`config.mk`:
```
export PLATFORM = sky130hd
export DESIGN_NAME = stepper_jog_speed_controller_unit_flat
export DESIGN_NICKNAME = d
export VERILOG_FILES = /design/src/rtl/sjsc_pkg.sv /design/src/rtl/sjsc_ifs.sv /design/src/rtl/sjsc_core.sv /design/src/rtl/sjsc_obuf.sv /design/src/rtl/stepper_jog_speed_controller_unit.sv /design/src/flat_wrapper.sv
export SDC_FILE = /design/constraint.sdc
export NUM_CORES = 1
export LEC_CHECK = 0
export BUFFER_PORTS_ARGS = -buffer_cell sky130_fd_sc_hd__buf_2
export CAP_MARGIN = 10
export CORE_MARGIN = 2
export CORE_UTILIZATION = 63
export CTS_CLUSTER_DIAMETER = 100
export DETAILED_ROUTE_END_ITERATION = 8
export MAX_ROUTING_LAYER = met4
export PLACE_DENSITY = 0.79
export SETUP_SLACK_MARGIN = 0.05
export SLEW_MARGIN = 20
export SYNTH_ARGS = -nofsm -noshare
export SYNTH_HDL_FRONTEND = slang
export SYNTH_HIERARCHICAL = 1
export SYNTH_SLANG_ARGS = --single-unit
```
`constraint.sdc`:
```
create_clock -name clk -period 14.9 [get_ports clk]
set_clock_uncertainty 0.05 [all_clocks]
set_input_delay 1.49 -clock clk [delete_from_list [all_inputs] [get_ports clk]]
set_output_delay 1.49 -clock clk [all_outputs]
set_load 0.05 [all_outputs]
```
`src/rtl/sjsc_pkg.sv`:
```
// ----------------------------------------------------------------------------
// Stepper jog speed controller package
// Shared widths, register codes, reset values and payload types.
// ----------------------------------------------------------------------------
package sjsc_pkg;

	// Width of the signed speed; the ramp sum width below follows in part from it.
	localparam int SPEED_BITS = 12;
	// Largest positive value the signed speed word can hold.
	localparam int SPEED_CAP = (2 ** (SPEED_BITS - 1)) - 1;

	localparam int MAG_BITS = 11;
	localparam int TIME_BITS = 24;
	localparam int POLL_BITS = 8;
	localparam int LED_BITS = 12;

	// Working width for the ramp sum: a start or ramp magnitude on top of a clamped speed.
	localparam int ACC_BITS = ((SPEED_BITS > MAG_BITS + 1) ? SPEED_BITS : MAG_BITS + 1) + 2;

	localparam int CFG_ADDR_BITS = 3;
	localparam int CFG_DATA_BITS = 24;

	typedef enum logic [CFG_ADDR_BITS-1:0] {
		CFG_LIMIT_LEVEL  = 3'd0,
		CFG_KEY_LEVEL    = 3'd1,
		CFG_IDLE_DISABLE = 3'd2,
		CFG_START_SPEED  = 3'd3,
		CFG_RAMP_STEP    = 3'd4,
		CFG_MAX_SPEED    = 3'd5,
		CFG_POLL_MOVING  = 3'd6,
		CFG_POLL_IDLE    = 3'd7
	} cfg_reg_t;

	localparam logic                 RST_LIMIT_LEVEL  = 1'b0;
	localparam logic                 RST_KEY_LEVEL    = 1'b0;
	localparam logic [TIME_BITS-1:0] RST_IDLE_DISABLE = 24'd60000;
	localparam logic [MAG_BITS-1:0]  RST_START_SPEED  = 11'd10;
	localparam logic [MAG_BITS-1:0]  RST_RAMP_STEP    = 11'd10;
	localparam logic [MAG_BITS-1:0]  RST_MAX_SPEED    = 11'd2000;
	localparam logic [POLL_BITS-1:0] RST_POLL_MOVING  = 8'd10;
	localparam logic [POLL_BITS-1:0] RST_POLL_IDLE    = 8'd110;

	// LED countdown reloads, in milliseconds less one.
	localparam logic [LED_BITS-1:0] LED_IDLE_ON  = 12'd1100;
	localparam logic [LED_BITS-1:0] LED_IDLE_OFF = 12'd2000;
	localparam logic [LED_BITS-1:0] LED_MOVE_ON  = 12'd100;
	localparam logic [LED_BITS-1:0] LED_MOVE_OFF = 12'd1000;

	typedef struct packed {
		logic limit_level;
		logic minus_key_level;
		logic plus_key_level;
	} tick_t;

	typedef struct packed {
		logic signed [SPEED_BITS-1:0] speed_command;
		logic                         drive_enable;
		logic                         moving;
		logic                         led_on;
	} result_t;

	typedef struct packed {
		logic                 limit_active_level;
		logic                 key_active_level;
		logic [TIME_BITS-1:0] idle_disable_ms;
		logic [MAG_BITS-1:0]  start_speed;
		logic [MAG_BITS-1:0]  ramp_step;
		logic [MAG_BITS-1:0]  max_speed;
		logic [POLL_BITS-1:0] poll_moving_ms;
		logic [POLL_BITS-1:0] poll_idle_ms;
	} cfg_t;

	// Zero-extends a speed magnitude into the signed working width.
	function automatic logic signed [ACC_BITS-1:0] mag_to_acc(input logic [MAG_BITS-1:0] mag);
		return $signed({{(ACC_BITS - MAG_BITS){1'b0}}, mag});
	endfunction

endpackage

```
`src/rtl/sjsc_ifs.sv`:
```
// ----------------------------------------------------------------------------
// Stepper jog speed controller channel interfaces
// Tick input, result output and configuration write channels.
// ----------------------------------------------------------------------------
interface sjsc_tick_if import sjsc_pkg::*; ();
	logic valid;
	logic ready;
	logic limit_level;
	logic minus_key_level;
	logic plus_key_level;

	modport source (output valid, output limit_level, output minus_key_level,
		output plus_key_level, input ready);
	modport sink (input valid, input limit_level, input minus_key_level,
		input plus_key_level, output ready);
endinterface

interface sjsc_result_if import sjsc_pkg::*; ();
	logic                         valid;
	logic                         ready;
	logic signed [SPEED_BITS-1:0] speed_command;
	logic                         drive_enable;
	logic                         moving;
	logic                         led_on;

	modport source (output valid, output speed_command, output drive_enable,
		output moving, output led_on, input ready);
	modport sink (input valid, input speed_command, input drive_enable,
		input moving, input led_on, output ready);
endinterface

interface sjsc_cfg_if import sjsc_pkg::*; ();
	logic                     valid;
	logic                     ready;
	logic [CFG_ADDR_BITS-1:0] addr;
	logic [CFG_DATA_BITS-1:0] data;

	modport source (output valid, output addr, output data, input ready);
	modport sink (input valid, input addr, input data, output ready);
endinterface

```
`src/rtl/sjsc_core.sv`:
```
// ----------------------------------------------------------------------------
// Stepper jog speed controller core
// Per-tick state update: idle timeout, key and limit poll, status LED.
// ----------------------------------------------------------------------------
module sjsc_core import sjsc_pkg::*; (
	input  logic    clk,
	input  logic    arst_n,
	input  logic    step,
	input  tick_t   tick,
	input  cfg_t    cfg,
	output result_t res
);

	logic signed [SPEED_BITS-1:0] accum_q, accum_n;
	logic signed [SPEED_BITS-1:0] out_q, out_n;
	logic                         idle_q, idle_n;
	logic                         en_q, en_n;
	logic                         armed_q, armed_n;
	logic                         last_limit_q, last_limit_n;
	logic                         last_minus_q, last_minus_n;
	logic                         last_plus_q, last_plus_n;
	logic [POLL_BITS-1:0]         poll_cnt_q, poll_cnt_n;
	logic [TIME_BITS-1:0]         idle_cnt_q, idle_cnt_n;
	logic                         led_q, led_n;
	logic [LED_BITS-1:0]          led_cnt_q, led_cnt_n;

	logic signed [ACC_BITS-1:0] acc;
	logic signed [ACC_BITS-1:0] lim_mag;
	logic signed [ACC_BITS-1:0] max_acc;
	logic signed [ACC_BITS-1:0] cap_acc;
	logic                       stop;
	logic                       move;

	assign max_acc = mag_to_acc(cfg.max_speed);
	assign cap_acc = ACC_BITS'(SPEED_CAP);
	assign lim_mag = (max_acc < cap_acc) ? max_acc : cap_acc;

	always_comb begin
		accum_n      = accum_q;
		out_n        = out_q;
		idle_n       = idle_q;
		en_n         = en_q;
		armed_n      = armed_q;
		last_limit_n = last_limit_q;
		last_minus_n = last_minus_q;
		last_plus_n  = last_plus_q;
		poll_cnt_n   = poll_cnt_q;
		idle_cnt_n   = idle_cnt_q;
		led_n        = led_q;
		led_cnt_n    = led_cnt_q;
		acc          = ACC_BITS'(accum_q);
		stop         = 1'b0;
		move         = 1'b0;

		// Driver disable timeout.
		if (armed_q) begin
			if (idle_cnt_q == '0) begin
				if (idle_q && en_q) begin
					en_n    = 1'b0;
					accum_n = '0;
					armed_n = 1'b0;
				end
			end else begin
				idle_cnt_n = idle_cnt_q - 1'b1;
			end
		end

		// Poll of the limit switch and the jog keys.
		if (poll_cnt_q == '0) begin
			acc = ACC_BITS'(accum_n);
			if (tick.limit_level != last_limit_q) begin
				last_limit_n = tick.limit_level;
				if (tick.limit_level == cfg.limit_active_level) begin
					stop = 1'b1;
				end
			end
			if (tick.minus_key_level != last_minus_q) begin
				last_minus_n = tick.minus_key_level;
				if (tick.minus_key_level == cfg.key_active_level) begin
					acc  = -mag_to_acc(cfg.start_speed);
					move = 1'b1;
				end else begin
					stop = 1'b1;
				end
			end else if (tick.minus_key_level == cfg.key_active_level) begin
				acc  = acc - mag_to_acc(cfg.ramp_step);
				move = 1'b1;
			end
			if (tick.plus_key_level != last_plus_q) begin
				last_plus_n = tick.plus_key_level;
				if (tick.plus_key_level == cfg.key_active_level) begin
					acc  = mag_to_acc(cfg.start_speed);
					move = 1'b1;
				end else begin
					stop = 1'b1;
				end
			end else if (tick.plus_key_level == cfg.key_active_level) begin
				acc  = acc + mag_to_acc(cfg.ramp_step);
				move = 1'b1;
			end
			if (acc > lim_mag) begin
				acc = lim_mag;
			end
			if (acc < -lim_mag) begin
				acc = -lim_mag;
			end
			accum_n = acc[SPEED_BITS-1:0];

			if (stop) begin
				if (!idle_q) begin
					out_n      = '0;
					idle_n     = 1'b1;
					idle_cnt_n = cfg.idle_disable_ms;
					armed_n    = 1'b1;
					accum_n    = '0;
				end
			end else if (move) begin
				if (out_q != accum_n) begin
					out_n   = accum_n;
					idle_n  = 1'b0;
					en_n    = 1'b1;
					armed_n = 1'b0;
				end
			end
			poll_cnt_n = idle_n ? cfg.poll_idle_ms : cfg.poll_moving_ms;
		end else begin
			poll_cnt_n = poll_cnt_q - 1'b1;
		end

		// Status LED blink, timing chosen from the new LED and idle state.
		if (led_cnt_q == '0) begin
			led_n = !led_q;
			if (idle_n) begin
				led_cnt_n = led_n ? LED_IDLE_ON : LED_IDLE_OFF;
			end else begin
				led_cnt_n = led_n ? LED_MOVE_ON : LED_MOVE_OFF;
			end
		end else begin
			led_cnt_n = led_cnt_q - 1'b1;
		end
	end

	always_ff @(posedge clk or negedge arst_n) begin
		if (!arst_n) begin
			accum_q      <= '0;
			out_q        <= '0;
			idle_q       <= 1'b1;
			en_q         <= 1'b1;
			armed_q      <= 1'b1;
			last_limit_q <= ~RST_LIMIT_LEVEL;
			last_minus_q <= ~RST_KEY_LEVEL;
			last_plus_q  <= ~RST_KEY_LEVEL;
			poll_cnt_q   <= '0;
			idle_cnt_q   <= RST_IDLE_DISABLE;
			led_q        <= 1'b0;
			led_cnt_q    <= '0;
		end else if (step) begin
			accum_q      <= accum_n;
			out_q        <= out_n;
			idle_q       <= idle_n;
			en_q         <= en_n;
			armed_q      <= armed_n;
			last_limit_q <= last_limit_n;
			last_minus_q <= last_minus_n;
			last_plus_q  <= last_plus_n;
			poll_cnt_q   <= poll_cnt_n;
			idle_cnt_q   <= idle_cnt_n;
			led_q        <= led_n;
			led_cnt_q    <= led_cnt_n;
		end
	end

	assign res.speed_command = out_n;
	assign res.drive_enable  = en_n;
	assign res.moving        = !idle_n;
	assign res.led_on        = led_n;

endmodule

```
`src/rtl/sjsc_obuf.sv`:
```
// ----------------------------------------------------------------------------
// Stepper jog speed controller result buffer
// Two-entry output register with skid slot in front of the result channel.
// ----------------------------------------------------------------------------
module sjsc_obuf import sjsc_pkg::*; (
	input  logic    clk,
	input  logic    arst_n,
	input  logic    push,
	input  result_t push_data,
	output logic    room,
	sjsc_result_if.source result
);

	logic    main_v_q;
	logic    skid_v_q;
	result_t main_q;
	result_t skid_q;
	logic    pop;

	assign pop  = main_v_q && result.ready;
	assign room = !skid_v_q;

	always_ff @(posedge clk or negedge arst_n) begin
		if (!arst_n) begin
			main_v_q <= 1'b0;
			skid_v_q <= 1'b0;
		end else if (pop) begin
			if (skid_v_q) begin
				skid_v_q <= push;
			end else begin
				main_v_q <= push;
			end
		end else if (push) begin
			if (main_v_q) begin
				skid_v_q <= 1'b1;
			end else begin
				main_v_q <= 1'b1;
			end
		end
	end

	always_ff @(posedge clk) begin
		if (pop) begin
			if (skid_v_q) begin
				main_q <= skid_q;
				if (push) begin
					skid_q <= push_data;
				end
			end else if (push) begin
				main_q <= push_data;
			end
		end else if (push) begin
			if (main_v_q) begin
				skid_q <= push_data;
			end else begin
				main_q <= push_data;
			end
		end
	end

	assign result.valid         = main_v_q;
	assign result.speed_command = main_q.speed_command;
	assign result.drive_enable  = main_q.drive_enable;
	assign result.moving        = main_q.moving;
	assign result.led_on        = main_q.led_on;

endmodule

```
`src/rtl/stepper_jog_speed_controller_unit.sv`:
```
// ----------------------------------------------------------------------------
// Stepper jog speed controller
// Millisecond-tick jog controller: polls the limit switch and two jog keys,
// ramps a signed speed command, times out the driver and blinks a status LED.
// ----------------------------------------------------------------------------
//
//  Channel   Direction  Payload                                          Transfer
//  --------  ---------  -----------------------------------------------  -------------
//  tick      in         limit_level, minus_key_level, plus_key_level     valid & ready
//  result    out        speed_command, drive_enable, moving, led_on      valid & ready
//  cfg       in         addr (register number), data                     valid & ready
//
// Each tick transfer lands in an input register; once the result buffer has
// room the tick is applied to the controller state and its result is written
// into the output register, so one tick is taken every clock cycle while the
// result buffer has room, and a result is offered from the output register
// once its tick has passed through the input register.
// Reset is asynchronous and active low; it restores every valid flag and state
// register to its documented power-up value, so no clearing pass is needed.
// A stalled result channel is absorbed by a skid slot behind the output
// register; ticks stop being taken only once the output register, the skid
// slot and the input register all hold an item.
// Configuration writes are taken on every cycle and land in registers.
// ----------------------------------------------------------------------------
module stepper_jog_speed_controller_unit import sjsc_pkg::*; (
	input  logic           clk,
	input  logic           arst_n,
	sjsc_tick_if.sink      tick,
	sjsc_result_if.source  result,
	sjsc_cfg_if.sink       cfg
);

	// Configuration registers.
	cfg_t cfg_q;

	// Input stage.
	logic  valid_s1;
	tick_t tick_s1;

	// Hand-off between the input stage and the result buffer.
	logic    room;
	logic    advance;
	result_t res;

	// The configuration port never stalls.
	assign cfg.ready = 1'b1;

	always_ff @(posedge clk or negedge arst_n) begin
		if (!arst_n) begin
			cfg_q.limit_active_level <= RST_LIMIT_LEVEL;
			cfg_q.key_active_level   <= RST_KEY_LEVEL;
			cfg_q.idle_disable_ms    <= RST_IDLE_DISABLE;
			cfg_q.start_speed        <= RST_START_SPEED;
			cfg_q.ramp_step          <= RST_RAMP_STEP;
			cfg_q.max_speed          <= RST_MAX_SPEED;
			cfg_q.poll_moving_ms     <= RST_POLL_MOVING;
			cfg_q.poll_idle_ms       <= RST_POLL_IDLE;
		end else if (cfg.valid) begin
			unique case (cfg_reg_t'(cfg.addr))
				CFG_LIMIT_LEVEL:  cfg_q.limit_active_level <= cfg.data[0];
				CFG_KEY_LEVEL:    cfg_q.key_active_level   <= cfg.data[0];
				CFG_IDLE_DISABLE: cfg_q.idle_disable_ms    <= cfg.data[TIME_BITS-1:0];
				CFG_START_SPEED:  cfg_q.start_speed        <= cfg.data[MAG_BITS-1:0];
				CFG_RAMP_STEP:    cfg_q.ramp_step          <= cfg.data[MAG_BITS-1:0];
				CFG_MAX_SPEED:    cfg_q.max_speed          <= cfg.data[MAG_BITS-1:0];
				CFG_POLL_MOVING:  cfg_q.poll_moving_ms     <= cfg.data[POLL_BITS-1:0];
				CFG_POLL_IDLE:    cfg_q.poll_idle_ms       <= cfg.data[POLL_BITS-1:0];
				default:          cfg_q <= cfg_q;
			endcase
		end
	end

	// The held tick moves on whenever the result buffer has a free slot, and
	// the input register refills in the same cycle.
	assign advance    = valid_s1 && room;
	assign tick.ready = !valid_s1 || room;

	always_ff @(posedge clk or negedge arst_n) begin
		if (!arst_n) begin
			valid_s1 <= 1'b0;
		end else if (tick.valid && tick.ready) begin
			valid_s1 <= 1'b1;
		end else if (advance) begin
			valid_s1 <= 1'b0;
		end
	end

	always_ff @(posedge clk) begin
		if (tick.valid && tick.ready) begin
			tick_s1.limit_level     <= tick.limit_level;
			tick_s1.minus_key_level <= tick.minus_key_level;
			tick_s1.plus_key_level  <= tick.plus_key_level;
		end
	end

	// Controller state: advances by exactly one tick per hand-off.
	sjsc_core u_core (
		.clk    (clk),
		.arst_n (arst_n),
		.step   (advance),
		.tick   (tick_s1),
		.cfg    (cfg_q),
		.res    (res)
	);

	// Output register with its skid slot.
	sjsc_obuf u_obuf (
		.clk       (clk),
		.arst_n    (arst_n),
		.push      (advance),
		.push_data (res),
		.room      (room),
		.result    (result)
	);

endmodule
```
`src/flat_wrapper.sv`:
```
// flat-port wrapper written by rule: the top's interface ports become plain ports
module stepper_jog_speed_controller_unit_flat import sjsc_pkg::*;
  (clk, arst_n, tick_valid, tick_limit_level, tick_minus_key_level, tick_plus_key_level, tick_ready, result_valid, result_speed_command, result_drive_enable, result_moving, result_led_on, result_ready, cfg_valid, cfg_addr, cfg_data, cfg_ready);
  sjsc_tick_if tick_i ();
  sjsc_result_if result_i ();
  sjsc_cfg_if cfg_i ();
  input  logic clk;
  input  logic arst_n;
  input wire logic [$bits(tick_i.valid)-1:0] tick_valid;
  input wire logic [$bits(tick_i.limit_level)-1:0] tick_limit_level;
  input wire logic [$bits(tick_i.minus_key_level)-1:0] tick_minus_key_level;
  input wire logic [$bits(tick_i.plus_key_level)-1:0] tick_plus_key_level;
  output wire logic [$bits(tick_i.ready)-1:0] tick_ready;
  output wire logic [$bits(result_i.valid)-1:0] result_valid;
  output wire logic [$bits(result_i.speed_command)-1:0] result_speed_command;
  output wire logic [$bits(result_i.drive_enable)-1:0] result_drive_enable;
  output wire logic [$bits(result_i.moving)-1:0] result_moving;
  output wire logic [$bits(result_i.led_on)-1:0] result_led_on;
  input wire logic [$bits(result_i.ready)-1:0] result_ready;
  input wire logic [$bits(cfg_i.valid)-1:0] cfg_valid;
  input wire logic [$bits(cfg_i.addr)-1:0] cfg_addr;
  input wire logic [$bits(cfg_i.data)-1:0] cfg_data;
  output wire logic [$bits(cfg_i.ready)-1:0] cfg_ready;
  assign tick_i.valid = tick_valid;
  assign tick_i.limit_level = tick_limit_level;
  assign tick_i.minus_key_level = tick_minus_key_level;
  assign tick_i.plus_key_level = tick_plus_key_level;
  assign tick_ready = tick_i.ready;
  assign result_valid = result_i.valid;
  assign result_speed_command = result_i.speed_command;
  assign result_drive_enable = result_i.drive_enable;
  assign result_moving = result_i.moving;
  assign result_led_on = result_i.led_on;
  assign result_i.ready = result_ready;
  assign cfg_i.valid = cfg_valid;
  assign cfg_i.addr = cfg_addr;
  assign cfg_i.data = cfg_data;
  assign cfg_ready = cfg_i.ready;
  stepper_jog_speed_controller_unit u_core (.clk(clk), .arst_n(arst_n), .tick(tick_i), .result(result_i), .cfg(cfg_i));
endmodule
```
==> flow_metrics.py <==
metrics = {
    "die": {
        "core_area_mm2": 0.02017,
        "rows": 52,
        "dieArea_mm2": 0.02160,
        "io_pins": 53,
        "die_w_um": 147.0,
        "die_h_um": 147.0,
        "initial_core_util": 0.6386,
    },
    "final_layout": {
        "layout_commonest_cell": "nand2_1",
        "syn2layout_area_growth_pct": 7.169,
        "multiInputGateArea_mm2": 0.007422,
        "regArea_mm2": 0.004866,
        "nFillCells": 1593,
        "num-nets-final": 1476,
        "final_cell_mix": "nand2_1 (119), dfrtp_1 (116), o21ai_0 (89)",
        "antenna_cells": 0,
        "drive_gt1_frac": 0.1853,
        "final_util": 0.6844,
    },
    "worst_setup_path": {
        "r2r-end": "u_core/u_obuf/result.speed_command[3]",
        "rr_startpoint": "u_core/u_core/idle_cnt_q[0]",
        "critPathArrivalTime_ns": 13.90,
        "required_ns": 15.04,
        "critPathBufInv": 3,
        "cp-startpoint": "u_core/u_core/idle_cnt_q[0]",
        "max_stage_delay_ns": 0.79,
        "slowest_stage": "nand4_1",
        "path_class": "register to register",
        "crit_family": "simple AND/OR/NAND/NOR gates",
        "r2r_slack_ns": 1.14,
        "cp_max_fo": 21,
        "rr_worst_depth": 50,
        "end_kind": "register",
        "start_kind": "register",
    },
    "power_and_ir_drop": {
        "combPwrFrac": 0.401,
        "p_int_mw": 1.105,
        "seq_power_share": 0.348,
        "ir_worst_vdd_mv": 0.08590,
        "swShare": 0.3876,
        "p_clk_frac": 0.251,
        "power.total_mw": 1.805,
        "powerDensity_mw_per_mm2": 130.7,
        "leakagePower_nw": 6.035,
        "p_switching_mw": 0.6995,
    },
    "cts": {
        "clock_latency_ns": 0.44,
        "path_clk_slew_ns": 0.07,
        "cts-resized-gates": 0,
        "clock_path_buffers": 2,
        "hold_buffers": 0,
        "tritoncts": "yes",
        "numCtsBuffers": 17,
        "cts-root-buf": "clkbuf_16",
        "cts_setup_buffers": 0,
        "cts_num_sinks": 186,
        "cts_max_level": 4,
    },
    "timing": {
        "setup_violations": 0,
        "period_minus_slack_ns": 13.76,
        "hold_ws_ns": 0.4611,
        "setup_tns_ns": 0,
        "fmax_mhz": 72.67,
        "worst_pin_slew_ns": 0.9650,
        "fin_crit_sh": 0.9235,
        "slew_headroom": 0.3561,
        "slew_viol_final": 0,
        "hold_violations": 0,
        "rsz0062_at_grt": "no",
        "layout_setup_ws_ns": 1.140,
    },
    "drt": {
        "drc_errors": 0,
        "dr.first_iter.drc_count": 1063,
        "firstDrtPassIters": 5,
        "drt-vias-per-instance": 6.656,
        "wl_um": 36640,
        "vias": 11100,
        "wl_per_cell_um": 21.97,
        "ant_nets": 0,
    },
    "logic_synthesis": {
        "synth_edf_count": 33,
        "synth_area_per_cell_um2": 9.367,
        "ys_seq_area_frac": 0.3778,
        "synth_cell_types": 94,
        "synth_xor_area_frac": 0.03332,
        "synth_compound_area_frac": 0.1956,
        "synthCells": 1375,
        "synth.mux.area_fraction": 0.1076,
        "synthArstFlopShare": 0.8226,
        "synthAdderAreaFrac": 0.05557,
        "synthSimpleGateAreaFrac": 0.1820,
        "synth-seq-cells": 186,
        "yosys_most_used_dff": "dfrtp_1",
        "synth_top_family_by_area": "compound AO/OA/AOI/OAI gates",
        "synth_area_mm2": 0.01288,
        "yosys_warnings": 6,
        "synth_fp_nets": 1466,
    },
    "grt": {
        "grt_pass1_wl_um": 57820,
        "grt_max_degree": 81,
        "grt_pass1_vias": 10360,
        "gr-total-overflow": 0,
        "grt_usage": 0.3516,
        "antenna_found_initial": 0,
    },
    "worst_hold_path": {
        "holdPathStages": 1,
        "hp-class": "register to register",
        "min_to": "u_core/cfg_q[69]",
        "hp-start": "u_core/cfg_q[69]",
    },
    "placed_design": {
        "gp_congestion": 0.9902,
        "dpl.hpwl_um": 26490,
        "port_buffers": 51,
        "place_ws_ns": 1.701,
    },
    "outcome": {
        "status": "completed",
    },
    "run": {
        "maxCapViolCount": 0,
    },
}
how the worst max path moves through the flow:
stage | endpoint | cells past startpoint | slack (ns)
global placement | u_core/u_obuf/result.speed_command[3] | 48 | 2.21
floorplan | u_core/u_core/led_cnt_q[3] | 52 | 3.99
finish | u_core/u_obuf/result.speed_command[3] | 50 | 1.14
CTS | u_core/u_obuf/result.speed_command[11] | 48 | 1.53
detailed placement | u_core/u_obuf/result.speed_command[3] | 48 | 1.70
global route | u_core/u_obuf/result.speed_command[3] | 47 | 0.38
flip-flops by register name (all words and copies together) (netlist names), 3 cells and up:
signal / cells
u_core/u_obuf/result.speed_command: 12
u_core/u_obuf/skid_q: 15
u_core/cfg_q: 75
u_core/u_core/poll_cnt_q: 8
u_core/u_core/idle_cnt_q: 24
u_core/u_core/led_cnt_q: 12
u_core/tick_s1: 3
u_core/u_core/out_q: 12
u_core/u_core/accum_q: 12
final cells by class:
class | instances | area share
repair buffers | 62 | 0.02493
multi-input cells | 1051 | 0.5377
inverters | 67 | 0.01822
flip-flops and latches | 186 | 0.3525
clock buffers | 18 | 0.03109
well taps | 270 | 0.02447
clock inverters | 14 | 0.01106
synthesized netlist by cell type (23+ instances only):
cell type	number	area share
edfxtp_1	33	0.077
mux2_4	30	0.035
nor2_1	79	0.023
a21oi_1	87	0.034
o211ai_1	23	0.013
ha_1	54	0.052
nand2b_1	24	0.012
nand2_1	119	0.035
mux2_2	65	0.057
nor3_1	42	0.016
dfrtp_1	116	0.23
xnor2_1	34	0.023
nand3_1	59	0.023
o21ai_0	89	0.035
dfstp_2	37	0.075
clkbuf_1	42	0.012
inv_1	65	0.019
power groups by stage:
stage / Combinational [mW] / Sequential [mW] / Clock (mW)
2_1_floorplan: 0.526 / 0.615 / 0
3_3_place_gp: 0.684 / 0.635 / 0
3_5_place_dp: 0.699 / 0.637 / 0
4_1_cts: 0.702 / 0.627 / 0.458
5_1_grt: 0.782 / 0.635 / 0.482
6_report: 0.723 / 0.629 / 0.452
cell families after synthesis:
logic type / count (synthesis)
buffers and inverters: 138
XOR/XNOR: 49
other: 1
AND/OR/NAND/NOR: 453
AO/OA/AOI/OAI: 377
flip-flops: 186
multiplexers: 115
adder cells (fa/ha/maj): 56
per-layer routing:
metal  track usage  vias to the layer above  share of wire
met4        0.1178                        0          0.033
li1              -                     5097              -
met3       0.05435                       81          0.068
met5             -                        -              0
met2        0.5305                      533           0.45
met1        0.4902                     5391           0.45
metrics by stage:
step | std cells | instance area [µm²]
global placement | 1636 | 13210
detailed placement | 1636 | 13210
CTS | 1668 | 13800
floorplan | 1375 | 12880
finish | 1668 | 13800
global route | 1668 | 13800
No activity file was read; power rests on OpenSTA's default activity.
